[src/rtl/fpp_pkg.sv]
// ----------------------------------------------------------------------------
// FEN position parser package
// Shared constants, character codes, field codes and the piece letter lookup.
// ----------------------------------------------------------------------------
package fpp_pkg;

  // Default width of the half-move and full-move counters.
  localparam int COUNTER_WIDTH = 16;

  // Board and output word layout.
  localparam int NUM_BOARDS = 12;
  localparam int NUM_WORDS  = 16;
  localparam int WORD_BITS  = 64;

  localparam logic [3:0] WORD_WHITE  = 4'd12;
  localparam logic [3:0] WORD_BLACK  = 4'd13;
  localparam logic [3:0] WORD_ALL    = 4'd14;
  localparam logic [3:0] WORD_STATUS = 4'd15;

  // Square handling.
  localparam logic [7:0] START_SQUARE = 8'd56;
  localparam logic [7:0] RANK_STEP    = 8'd16;
  localparam logic [6:0] NO_SQUARE    = 7'd64;
  localparam logic [6:0] BAD_SQUARE   = 7'd127;

  // Character codes.
  localparam logic [7:0] CHAR_SPACE = 8'h20;
  localparam logic [7:0] CHAR_SLASH = 8'h2F;
  localparam logic [7:0] CHAR_ZERO  = 8'h30;
  localparam logic [7:0] CHAR_ONE   = 8'h31;
  localparam logic [7:0] CHAR_EIGHT = 8'h38;
  localparam logic [7:0] CHAR_NINE  = 8'h39;
  localparam logic [7:0] CHAR_FILE_A = 8'h61;
  localparam logic [7:0] CHAR_FILE_H = 8'h68;
  localparam logic [7:0] CHAR_WK = 8'h4B;
  localparam logic [7:0] CHAR_WQ = 8'h51;
  localparam logic [7:0] CHAR_WB = 8'h42;
  localparam logic [7:0] CHAR_WN = 8'h4E;
  localparam logic [7:0] CHAR_WP = 8'h50;
  localparam logic [7:0] CHAR_WR = 8'h52;
  localparam logic [7:0] CHAR_BK = 8'h6B;
  localparam logic [7:0] CHAR_BQ = 8'h71;
  localparam logic [7:0] CHAR_BB = 8'h62;
  localparam logic [7:0] CHAR_BN = 8'h6E;
  localparam logic [7:0] CHAR_BP = 8'h70;
  localparam logic [7:0] CHAR_BR = 8'h72;

  // Castling flag positions.
  localparam int CASTLE_WK = 0;
  localparam int CASTLE_WQ = 1;
  localparam int CASTLE_BK = 2;
  localparam int CASTLE_BQ = 3;

  // Fields of the FEN string, in order of appearance.
  typedef enum logic [2:0] {
    FIELD_PIECES,
    FIELD_SIDE,
    FIELD_CASTLE,
    FIELD_PASSANT,
    FIELD_HALFMOVE,
    FIELD_FULLMOVE,
    FIELD_EXTRA
  } field_t;

  // Result of looking up a piece letter.
  typedef struct packed {
    logic       hit;
    logic [3:0] board;
  } piece_hit_t;

  // Map a character to its board index, WP WN WB WR WQ WK BP BN BB BR BQ BK.
  function automatic piece_hit_t piece_lookup(input logic [7:0] c);
    piece_hit_t r;
    r.hit = 1'b1;
    case (c)
      CHAR_WP: r.board = 4'd0;
      CHAR_WN: r.board = 4'd1;
      CHAR_WB: r.board = 4'd2;
      CHAR_WR: r.board = 4'd3;
      CHAR_WQ: r.board = 4'd4;
      CHAR_WK: r.board = 4'd5;
      CHAR_BP: r.board = 4'd6;
      CHAR_BN: r.board = 4'd7;
      CHAR_BB: r.board = 4'd8;
      CHAR_BR: r.board = 4'd9;
      CHAR_BQ: r.board = 4'd10;
      CHAR_BK: r.board = 4'd11;
      default: begin
        r.hit   = 1'b0;
        r.board = 4'd0;
      end
    endcase
    return r;
  endfunction

endpackage

[src/rtl/fpp_input_reg.sv]
// ----------------------------------------------------------------------------
// FEN parser input register
// Holds one character transfer until the position state takes it.
// ----------------------------------------------------------------------------
module fpp_input_reg (
  input  logic       clk,
  input  logic       rst,
  input  logic       char_valid,
  output logic       char_stall,
  input  logic [7:0] char_code,
  input  logic       end_of_string,
  input  logic       advance,
  output logic       item_valid,
  output logic [7:0] item_char,
  output logic       item_eos
);

  logic take;

  // The register accepts a new transfer when it is empty or its item moves on.
  assign char_stall = item_valid & ~advance;
  assign take       = char_valid & ~char_stall;

  always_ff @(posedge clk) begin
    if (rst) begin
      item_valid <= 1'b0;
    end else if (take) begin
      item_valid <= 1'b1;
    end else if (advance) begin
      item_valid <= 1'b0;
    end
  end

  // Payload needs no reset.
  always_ff @(posedge clk) begin
    if (take) begin
      item_char <= char_code;
      item_eos  <= end_of_string;
    end
  end

endmodule

[src/rtl/fpp_state.sv]
// ----------------------------------------------------------------------------
// FEN parser position state
// Applies one character to the position and hands the final position over.
// ----------------------------------------------------------------------------
module fpp_state #(
  parameter int COUNTER_WIDTH = fpp_pkg::COUNTER_WIDTH
) (
  input  logic                                 clk,
  input  logic                                 rst,
  input  logic                                 item_valid,
  input  logic [7:0]                           item_char,
  input  logic                                 item_eos,
  input  logic                                 snap_free,
  output logic                                 advance,
  output logic                                 load,
  output logic [fpp_pkg::NUM_BOARDS-1:0][63:0] boards_next,
  output logic                                 black_next,
  output logic [3:0]                           castle_next,
  output logic [6:0]                           passant_next,
  output logic [COUNTER_WIDTH-1:0]             halfmove_next,
  output logic [COUNTER_WIDTH-1:0]             fullmove_next
);

  localparam logic [COUNTER_WIDTH-1:0] CountMax = '1;

  logic [fpp_pkg::NUM_BOARDS-1:0][63:0] boards;
  logic [7:0]                           square;
  logic [7:0]                           square_next;
  fpp_pkg::field_t                      field;
  fpp_pkg::field_t                      field_next;
  logic                                 in_word;
  logic                                 in_word_next;
  logic                                 black;
  logic [3:0]                           castle;
  logic [6:0]                           passant;
  logic [COUNTER_WIDTH-1:0]             halfmove;
  logic [COUNTER_WIDTH-1:0]             fullmove;

  logic                                 is_digit;
  logic                                 first;
  fpp_pkg::piece_hit_t                  piece;
  logic [7:0]                           file_ofs;
  logic [7:0]                           rank_ofs;

  // Append one decimal digit, saturating at the counter's top value.
  function automatic logic [COUNTER_WIDTH-1:0] add_digit(
    input logic [COUNTER_WIDTH-1:0] count,
    input logic [3:0]               digit
  );
    logic [COUNTER_WIDTH+3:0] wide;
    wide = ({4'b0, count} << 3) + ({4'b0, count} << 1) + (COUNTER_WIDTH + 4)'(digit);
    if (wide > (COUNTER_WIDTH + 4)'(CountMax)) begin
      return CountMax;
    end
    return wide[COUNTER_WIDTH-1:0];
  endfunction

  // An item moves on unless it ends a string while the snapshot is still busy.
  assign advance = item_valid & (~item_eos | snap_free);
  assign load    = advance & item_eos;

  assign is_digit = item_char inside {[fpp_pkg::CHAR_ZERO:fpp_pkg::CHAR_NINE]};
  assign first    = ~in_word;
  assign piece    = fpp_pkg::piece_lookup(item_char);
  assign file_ofs = item_char - fpp_pkg::CHAR_FILE_A;
  assign rank_ofs = item_char - fpp_pkg::CHAR_ONE;

  // Next position after the character held in the input register.
  always_comb begin
    boards_next   = boards;
    square_next   = square;
    field_next    = field;
    in_word_next  = in_word;
    black_next    = black;
    castle_next   = castle;
    passant_next  = passant;
    halfmove_next = halfmove;
    fullmove_next = fullmove;
    if (item_char == fpp_pkg::CHAR_SPACE) begin
      // A run of spaces closes the current field.
      if (in_word) begin
        in_word_next = 1'b0;
        if (field != fpp_pkg::FIELD_EXTRA) begin
          field_next = fpp_pkg::field_t'(field + 3'd1);
        end
      end
    end else begin
      in_word_next = 1'b1;
      case (field)
        fpp_pkg::FIELD_PIECES: begin
          if (piece.hit) begin
            if (square[7:6] == 2'b00) begin
              boards_next[piece.board][square[5:0]] = 1'b1;
            end
            square_next = square + 8'd1;
          end else if (item_char == fpp_pkg::CHAR_SLASH) begin
            square_next = square - fpp_pkg::RANK_STEP;
          end else if (is_digit) begin
            square_next = square + {4'b0, item_char[3:0]};
          end
        end
        fpp_pkg::FIELD_SIDE: begin
          if (first) begin
            black_next = (item_char == fpp_pkg::CHAR_BB);
          end
        end
        fpp_pkg::FIELD_CASTLE: begin
          case (item_char)
            fpp_pkg::CHAR_WK: castle_next[fpp_pkg::CASTLE_WK] = 1'b1;
            fpp_pkg::CHAR_WQ: castle_next[fpp_pkg::CASTLE_WQ] = 1'b1;
            fpp_pkg::CHAR_BK: castle_next[fpp_pkg::CASTLE_BK] = 1'b1;
            fpp_pkg::CHAR_BQ: castle_next[fpp_pkg::CASTLE_BQ] = 1'b1;
            default: ;
          endcase
        end
        fpp_pkg::FIELD_PASSANT: begin
          // The first character picks a file, the second a rank.
          if (first) begin
            if (item_char inside {[fpp_pkg::CHAR_FILE_A:fpp_pkg::CHAR_FILE_H]}) begin
              passant_next = {4'b1000, file_ofs[2:0]};
            end else begin
              passant_next = fpp_pkg::BAD_SQUARE;
            end
          end else if (passant[6:3] == 4'b1000) begin
            if (item_char inside {[fpp_pkg::CHAR_ONE:fpp_pkg::CHAR_EIGHT]}) begin
              passant_next = {1'b0, rank_ofs[2:0], passant[2:0]};
            end else begin
              passant_next = fpp_pkg::BAD_SQUARE;
            end
          end
        end
        fpp_pkg::FIELD_HALFMOVE: begin
          if (is_digit) begin
            halfmove_next = add_digit(halfmove, item_char[3:0]);
          end
        end
        fpp_pkg::FIELD_FULLMOVE: begin
          if (is_digit) begin
            fullmove_next = add_digit(fullmove, item_char[3:0]);
          end
        end
        default: ;
      endcase
    end
  end

  // State registers; the last character of a string returns them to reset.
  always_ff @(posedge clk) begin
    if (rst || load) begin
      boards   <= '0;
      square   <= fpp_pkg::START_SQUARE;
      field    <= fpp_pkg::FIELD_PIECES;
      in_word  <= 1'b0;
      black    <= 1'b0;
      castle   <= 4'd0;
      passant  <= fpp_pkg::NO_SQUARE;
      halfmove <= '0;
      fullmove <= '0;
    end else if (advance) begin
      boards   <= boards_next;
      square   <= square_next;
      field    <= field_next;
      in_word  <= in_word_next;
      black    <= black_next;
      castle   <= castle_next;
      passant  <= passant_next;
      halfmove <= halfmove_next;
      fullmove <= fullmove_next;
    end
  end

endmodule

[src/rtl/fpp_emitter.sv]
// ----------------------------------------------------------------------------
// FEN parser word emitter
// Holds a snapshot of the final position and sends it out as 16 words.
// ----------------------------------------------------------------------------
module fpp_emitter #(
  parameter int COUNTER_WIDTH = fpp_pkg::COUNTER_WIDTH
) (
  input  logic                                 clk,
  input  logic                                 rst,
  input  logic                                 load,
  input  logic [fpp_pkg::NUM_BOARDS-1:0][63:0] boards_in,
  input  logic                                 black_in,
  input  logic [3:0]                           castle_in,
  input  logic [6:0]                           passant_in,
  input  logic [COUNTER_WIDTH-1:0]             halfmove_in,
  input  logic [COUNTER_WIDTH-1:0]             fullmove_in,
  output logic                                 snap_free,
  output logic                                 word_valid,
  input  logic                                 word_stall,
  output logic [3:0]                           word_index,
  output logic [63:0]                          word_value,
  output logic                                 last_word
);

  logic [fpp_pkg::NUM_BOARDS-1:0][63:0] snap_boards;
  logic                                 snap_black;
  logic [3:0]                           snap_castle;
  logic [6:0]                           snap_passant;
  logic [COUNTER_WIDTH-1:0]             snap_halfmove;
  logic [COUNTER_WIDTH-1:0]             snap_fullmove;
  logic                                 busy;
  logic [3:0]                           count;
  logic                                 fire;
  logic [63:0]                          white;
  logic [63:0]                          black;
  logic [6:0]                           ep;
  logic [2*COUNTER_WIDTH+11:0]          status_wide;

  assign fire       = busy & ~word_stall;
  assign word_valid = busy;
  assign word_index = count;
  assign last_word  = (count == fpp_pkg::WORD_STATUS);
  // A new snapshot may enter in the cycle the last word leaves.
  assign snap_free  = ~busy | (fire & last_word);

  // Word sequencing.
  always_ff @(posedge clk) begin
    if (rst) begin
      busy  <= 1'b0;
      count <= 4'd0;
    end else if (load) begin
      busy  <= 1'b1;
      count <= 4'd0;
    end else if (fire) begin
      if (last_word) begin
        busy <= 1'b0;
      end
      count <= count + 4'd1;
    end
  end

  // Snapshot of the final position.
  always_ff @(posedge clk) begin
    if (load) begin
      snap_boards   <= boards_in;
      snap_black    <= black_in;
      snap_castle   <= castle_in;
      snap_passant  <= passant_in;
      snap_halfmove <= halfmove_in;
      snap_fullmove <= fullmove_in;
    end
  end

  // Color summaries and the status word.
  always_comb begin
    white = '0;
    black = '0;
    for (int i = 0; i < fpp_pkg::NUM_BOARDS / 2; i++) begin
      white = white | snap_boards[i];
      black = black | snap_boards[i + fpp_pkg::NUM_BOARDS / 2];
    end
    ep          = snap_passant[6] ? fpp_pkg::NO_SQUARE : snap_passant;
    status_wide = {snap_fullmove, snap_halfmove, ep, snap_castle, snap_black};
  end

  // Word selection by index.
  always_comb begin
    case (count)
      fpp_pkg::WORD_WHITE:  word_value = white;
      fpp_pkg::WORD_BLACK:  word_value = black;
      fpp_pkg::WORD_ALL:    word_value = white | black;
      fpp_pkg::WORD_STATUS: word_value = 64'(status_wide);
      default:              word_value = snap_boards[count];
    endcase
  end

endmodule

[src/rtl/fen_position_parser.sv]
// With no earlier run pending, a string's final character is captured in the input register
// and then loads the snapshot that offers the words; the first word can transfer as soon as offered.
// Throughput: one character per cycle while char_stall is low; the 16 words leave one per
// cycle while word_stall is low. The next string's characters are taken meanwhile, only its
// final character waiting until the last run of words has left (the snapshot is the limit).
// Reset: synchronous, active high; clears the position and drops any pending words.
// ----------------------------------------------------------------------------
// FEN position parser
// Parses a FEN string one character per transfer into twelve piece boards,
// summaries and a status word, sent as 16 words after the final character.
// ----------------------------------------------------------------------------
module fen_position_parser #(
  parameter int COUNTER_WIDTH = fpp_pkg::COUNTER_WIDTH
) (
  input  logic        clk,
  input  logic        rst,
  input  logic        char_valid,
  output logic        char_stall,
  input  logic [7:0]  char_code,
  input  logic        end_of_string,
  output logic        word_valid,
  input  logic        word_stall,
  output logic [3:0]  word_index,
  output logic [63:0] word_value,
  output logic        last_word
);

  logic                                 advance;
  logic                                 load;
  logic                                 snap_free;
  logic                                 item_valid;
  logic [7:0]                           item_char;
  logic                                 item_eos;
  logic [fpp_pkg::NUM_BOARDS-1:0][63:0] boards_next;
  logic                                 black_next;
  logic [3:0]                           castle_next;
  logic [6:0]                           passant_next;
  logic [COUNTER_WIDTH-1:0]             halfmove_next;
  logic [COUNTER_WIDTH-1:0]             fullmove_next;

  // Input register.
  fpp_input_reg u_input (
    .clk           (clk),
    .rst           (rst),
    .char_valid    (char_valid),
    .char_stall    (char_stall),
    .char_code     (char_code),
    .end_of_string (end_of_string),
    .advance       (advance),
    .item_valid    (item_valid),
    .item_char     (item_char),
    .item_eos      (item_eos)
  );

  // Position state and its update.
  fpp_state #(
    .COUNTER_WIDTH (COUNTER_WIDTH)
  ) u_state (
    .clk           (clk),
    .rst           (rst),
    .item_valid    (item_valid),
    .item_char     (item_char),
    .item_eos      (item_eos),
    .snap_free     (snap_free),
    .advance       (advance),
    .load          (load),
    .boards_next   (boards_next),
    .black_next    (black_next),
    .castle_next   (castle_next),
    .passant_next  (passant_next),
    .halfmove_next (halfmove_next),
    .fullmove_next (fullmove_next)
  );

  // Snapshot and word output.
  fpp_emitter #(
    .COUNTER_WIDTH (COUNTER_WIDTH)
  ) u_emitter (
    .clk         (clk),
    .rst         (rst),
    .load        (load),
    .boards_in   (boards_next),
    .black_in    (black_next),
    .castle_in   (castle_next),
    .passant_in  (passant_next),
    .halfmove_in (halfmove_next),
    .fullmove_in (fullmove_next),
    .snap_free   (snap_free),
    .word_valid  (word_valid),
    .word_stall  (word_stall),
    .word_index  (word_index),
    .word_value  (word_value),
    .last_word   (last_word)
  );

endmodule

[config.mk]
export PLATFORM = sky130hd
export DESIGN_NAME = fen_position_parser
export DESIGN_NICKNAME = d
export VERILOG_FILES = /design/src/rtl/fpp_pkg.sv /design/src/rtl/fpp_input_reg.sv /design/src/rtl/fpp_state.sv /design/src/rtl/fpp_emitter.sv /design/src/rtl/fen_position_parser.sv
export SDC_FILE = /design/constraint.sdc
export NUM_CORES = 2
export LEC_CHECK = 0
export BUFFER_PORTS_ARGS = -buffer_cell sky130_fd_sc_hd__buf_2
export CAP_MARGIN = 20
export CELL_PAD_IN_SITES_DETAIL_PLACEMENT = 1
export CELL_PAD_IN_SITES_GLOBAL_PLACEMENT = 1
export CORE_ASPECT_RATIO = 0.7
export CORE_MARGIN = 8
export CORE_UTILIZATION = 35
export DETAILED_ROUTE_END_ITERATION = 6
export GPL_ROUTABILITY_DRIVEN = 0
export PLACE_DENSITY_LB_ADDON = 0.25
export SLEW_MARGIN = 40
export SYNTH_ARGS = -nofsm -noshare
export SYNTH_HDL_FRONTEND = slang
export SYNTH_HIERARCHICAL = 1
export SYNTH_SLANG_ARGS = --single-unit
export TNS_END_PERCENT = 50
[constraint.sdc]
create_clock -name clk -period 41 [get_ports clk]
set_clock_uncertainty 0.2 [all_clocks]
set_input_delay 6.15 -clock clk [delete_from_list [all_inputs] [get_ports clk]]
set_output_delay 6.15 -clock clk [all_outputs]
set_load 0.005 [all_outputs]
* Yosys cells after proc, flatten, opt, wreduce, memory -nomap -nowiden
Index checks and enable logic that the tools add are counted.
** Word-level totals
- Register bits :: 1651
- Logic and storage cells :: 190
** Operators by class
- Add/sub/neg operators :: 11
- Magnitude comparators :: 13
- Equality and inequality tests :: 25
- Multiplexer cells :: 56
- Bitwise operators :: 26
- Reduce and logical (&&, ||, !) cells :: 17
** Operator list (number)
- $mux 768 :: 4
- $or 768x768->768 :: 1
- $or 64x64->64 :: 11
- $bmux 64 s4 :: 1
- $demux 64 s4 :: 1
- $pmux 64 s4 :: 1
- $mux 16 :: 10
- $mux 64 :: 2
- $eq 8x7->1 const B :: 12
- $pmux 4 s11 :: 1
- $mux 7 :: 6
- $add 19x17->20 :: 2
- $add 20x4->20 :: 2
- $gt 20x16->1 const B :: 2
- $mux 8 :: 3
- $mux 1 :: 23
- $eq 4x4->1 const B :: 5
- $eq 8x6->1 const B :: 2
- $ge 8x6->1 const B :: 2
- $le 8x6->1 const B :: 2
- $reduce_or 12->1 :: 1
- $lt 4x5->1 const B :: 2
- $add 8x1->8 const B :: 1
- $add 8x4->8 :: 1
- 28 further kinds :: 50

* Logic depth before layout (Yosys ltp)
- Depth in word-level cells :: 11
- Depth in mapped cells :: 12
- Depth with buffers taken out :: 10

* By module
Netlist, hierarchy kept.
** Modules (own cells, without submodules)
- fpp_state :: instances 1, cells each 4283, area an instance 35659.2 um^2
- fpp_emitter :: instances 1, cells each 1822, area an instance 33455.8 um^2
- fpp_input_reg :: instances 1, cells each 13, area an instance 320.3 um^2

* Least setup slack after synthesis
OpenSTA, ideal clock, no wires.
- Path kind :: in2reg
- Start :: input port word_stall
- End :: register u_state/boards[260] (netlist name)
- Arrival :: 44.280 ns
- Path slack :: -3.607 ns
- Stages on the path :: 8
- Cells stage by stage :: o21ai_0 > o21ai_2 > nor2_1 > or2_2 > clkbuf_1 > clkbuf_1 > clkbuf_1 > nor2_1
** Between the ends
- Cells in the longest elaborated chain, start to end :: 8
** RTL lines
- start, declared :: line fen_position_parser.sv:22 : input logic word_stall,
- $not 1->1 :: line fpp_emitter.sv:39 : assign fire = busy & ~word_stall;
- $and 1x1->1 :: line fpp_emitter.sv:39
- $and 1x1->1 :: line fpp_emitter.sv:44 : assign snap_free = ~busy | (fire & last_word);
- $or 1x1->1 :: line fpp_emitter.sv:44
- $or 1x1->1 :: line fpp_state.sv:59 : assign advance = item_valid & (~item_eos | snap_free);
- $and 1x1->1 :: line fpp_state.sv:59
- $and 1x1->1 :: line fpp_state.sv:60 : assign load = advance & item_eos;
- named net load :: line fen_position_parser.sv:29 : logic load;
- $logic_or 1x1->1 :: line fpp_state.sv:149 : if (rst || load) begin
- end signal, assigned :: line fpp_state.sv:160 : boards <= boards_next;
- end, declared :: line fpp_state.sv:26 : logic [fpp_pkg::NUM_BOARDS-1:0][63:0] boards;
The timed path passes the listed nets, and every way through them passes these cells.
A chain may end at the register's enable or synchronous reset.

* Worst setup path after layout
- Start :: input port word_stall
- End :: output port char_stall
** Between the ends
- Cells in the longest elaborated chain, start to end :: 8
** RTL lines
- $not 1->1 :: line fpp_emitter.sv:39
- $and 1x1->1 :: line fpp_emitter.sv:39
- $and 1x1->1 :: line fpp_emitter.sv:44
- $or 1x1->1 :: line fpp_emitter.sv:44
- named net snap_free :: line fen_position_parser.sv:30 : logic snap_free;
- $or 1x1->1 :: line fpp_state.sv:59
- $and 1x1->1 :: line fpp_state.sv:59
- named net advance :: line fen_position_parser.sv:28 : logic advance;
- $not 1->1 :: line fpp_input_reg.sv:21 : assign char_stall = item_valid & ~advance;
- $and 1x1->1 :: line fpp_input_reg.sv:21
- end, declared :: line fen_position_parser.sv:18 : output logic char_stall,
The timed path passes the listed nets, and every way through them passes these cells.

==> impl_metrics.toml <==
[global_routing]
grt_pass1_wl_um = 347700
grt_util_all_layers_pct = 21.70
grt_max_degree = 106
grt.overflow.total = 0
antenna_found_initial = 12
grt_pass1_vias = 49890

[power]
vdd_ir_drop_max_uv = 45.90
leakage_nw = 33.31
p_per_area_nw_per_um2 = 43.64
total_power_mw = 3.421

[worst_setup_path]
arrival_ps = 7930
crit_type = "primary input to output pin"
cp.required_ps = 34650
crit_chain = "buf_2 > o21ai_0 > o21ai_4 > inv_1 > nor2b_4 > buf_2"
crit_slowest_cell = "o21ai_0"
cp-end-kind = "output pin"
cpLargestDelayFamily = "compound AO/OA/AOI/OAI gates"
path_buf_inv = 3
path_max_fanout = 15
critPathMaxStageDelay_ps = 640
crit_top_cell = "buf_2"
startpoint_type = "primary input"

[sta]
finalSetupViolCount = 0
worstMarginPinSlew_ps = 895.6
rsz0062_at_grt = "no"
relSlewSlack_pct = 40.02
fmax_mhz = 70.03
hold_viol = 0
final_max_slew_viol_count = 0
period_share_pct = 34.83
setup_tns_ps = 0
period_minus_slack_ps = 14280
worst_hold_slack_ps = 237.6

[logic_synthesis]
synth_flop_cell = "dfxtp_1"
yosys.area_share.simple_pct = 9.487
synthTopCellsByArea = "edfxtp_1 (36%), dfxtp_1 (24%), a21o_1 (8.4%), a21oi_1 (6.3%), mux4_2 (5.4%)"
synthXorXnorAreaFrac_pct = 0.4289
synth_fa_ha_area_share_pct = 1.694
synth-compound-area-share_pct = 18.65
yosysTopAreaCellShare_pct = 35.51
avgSynthCellArea_um2 = 11.35
synth_top_family_by_area = "compound AO/OA/AOI/OAI gates"
yosysUniqueCellTypes = 94
async_flop_share_pct = 0
synth-seq-area-share_pct = 59.44
syn_nets = 6222
yosys.area.top_type = "edfxtp_1"
synthesis.area_um2 = 69440
synthMuxAreaShare_pct = 6.750
ys_ff_latch = 1651
syn_inst = 6118
synth-edff-count = 821
yosysWarnings = 6

[clock_network]
cts_tree = "done"
clk_latency_ps = 830
cts_made_buffers = 165
post_cts_buffers = 0
h-tree-depth = 4
cts_resized = 0
cts.sinks = 1651
cts_root_buffer = "clkbuf_16"
cts.clk_slew.worst_paths_ps = 60
clock_path_buffers = 3
cts_hold_buf = 0

[final_layout]
stdcell_count = 8795
fillCellCount = 21050
syn2layout_area_growth_pct = 12.89
regArea_um2 = 41280
nets = 6131
multi_input_area_um2 = 26050
drive_above_1_share_pct = 12.35

[detailed_routing]
antenna_left = 0
initialDrtViolationCount = 4864
vias_per_cell = 5.741
dr.pass1.iters = 5
drc = 0
wl_per_cell_um = 27.16
via_count = 50490
wirelength_um = 238800

[min_path]
worstHoldPathType = "register to register"

[placement]
place_inst = 8479
port_buffers = 83
hpwl_um = 134000

[floorplanning]
row_count = 136
core_area_um2 = 196700
die_w_um = 548.4
die-area_um2 = 213100
start_util_pct = 35.30
die_y_um = 388.7
ios = 84

[job]
drv_cap = 0

[run_status]
status = "finished, final reports clean"
==> placed cells by master, fill, tap and decap left out, types with 88 or more instances in the layout <==
cell       netlist  routed
dfxtp_1        830     826
nand2_1        229     229
mux4_2         168     168
nor2_1         943     922
buf_4           19     112
mux2i_1         88      88
a21o_1         778     778
nor4_1         105     104
a21oi_1        868     868
clkbuf_16        0     172
edfxtp_1       821     821
==> per-stage QoR <==
| step | cell area, um2 | util, % | setup slack, ps |
|---|---|---|---|
| 4_1_cts | 78280 | 39.79 | 26260 |
| 2_1_floorplan | 69440 | - | 10730 |
| 3_3_place_gp | 72240 | 36.72 | 26320 |
| 5_1_grt | 78380 | 39.85 | 26660 |
| 3_5_place_dp | 72840 | 37.03 | 26290 |
| 6_report | 78390 | 39.85 | 26720 |
==> cell families (layout without fill, tap and decap cells) <==
group | count (synthesis) | in the layout
and+or+nand+nor | 1517 | 1517
DFF | 1651 | 1651
other | 0 | 3
muxes | 258 | 258
AOI/OAI and AO/OA | 2021 | 2021
buffers and inverters | 546 | 598
adders and majority gates | 91 | 91
xor gates and xnor gates | 34 | 34
==> routing by layer <==
metal | GRT usage (%) | vias to the layer above | wire, um
li1 | - | 22330 | -
met1 | 32.54 | 26210 | 113500
met2 | 32.92 | 1620 | 104000
met3 | 3.129 | 330 | 15960
met4 | 5.367 | 0 | 5356
met5 | 0 | - | 0
==> flip-flops by register name, summed over array words and instances, names as in the netlist, 7 cells and up <==
| register | cells |
|---|---|
| u_emitter/snap_boards | 768 |
| u_state/boards | 768 |
| u_emitter/snap_fullmove | 16 |
| u_emitter/snap_halfmove | 16 |
| u_state/fullmove | 16 |
| u_state/halfmove | 16 |
| u_input/item_char | 8 |
| u_state/square | 8 |
| u_emitter/snap_passant | 7 |
| u_state/passant | 7 |
==> synthesized netlist by cell type (all sizes together) (36+ instances only) <==
cell type and count:
buf 235, o21ai 93, nor4 108, edfxtp 821, nand2 230, nor3 49, a31oi 65, dfxtp 830
clkbuf 275, nand3 73, mux4 168, ha 86, a21o 778, inv 36, a21oi 869, nor2 946
mux2i 88
==> worst min-delay path: stages (launching register included) <==
cell,delay (ps)
dfxtp_1,310
nand2_1,50
nand2_1,40
==> where the power goes <==
part	internal, mW	switching, mW
clock	0.860	0.680
sequential	1.75	0.0180
combinational	0.0308	0.0791
==> worst paths after layout <==
path,from,end,slack [ps],depth (start not counted)
hold reg to reg,u_state/boards[582]$_SDFFE_PP0P_,u_state/boards[582]$_SDFFE_PP0P_,240,2
hold / removal,u_state/boards[582]$_SDFFE_PP0P_,u_state/boards[582]$_SDFFE_PP0P_,240,2
setup / recovery,word_stall,char_stall,26720,6
setup reg to reg,u_emitter/word_index[3]$_SDFFE_PP0P_,u_emitter/snap_boards[733]$_DFFE_PP_,34820,9
==> area by class of cell <==
type	instances	share of cell area, %
inverters	36	0.1724
multi-input cells	3921	33.23
clock buffers	259	6.252
repair buffers	252	2.796
flip-flops and latches	1651	52.67
well taps	2622	4.185
diodes	3	0.009577
clock inverters	51	0.6879
(Power assumes the default switching activity.)
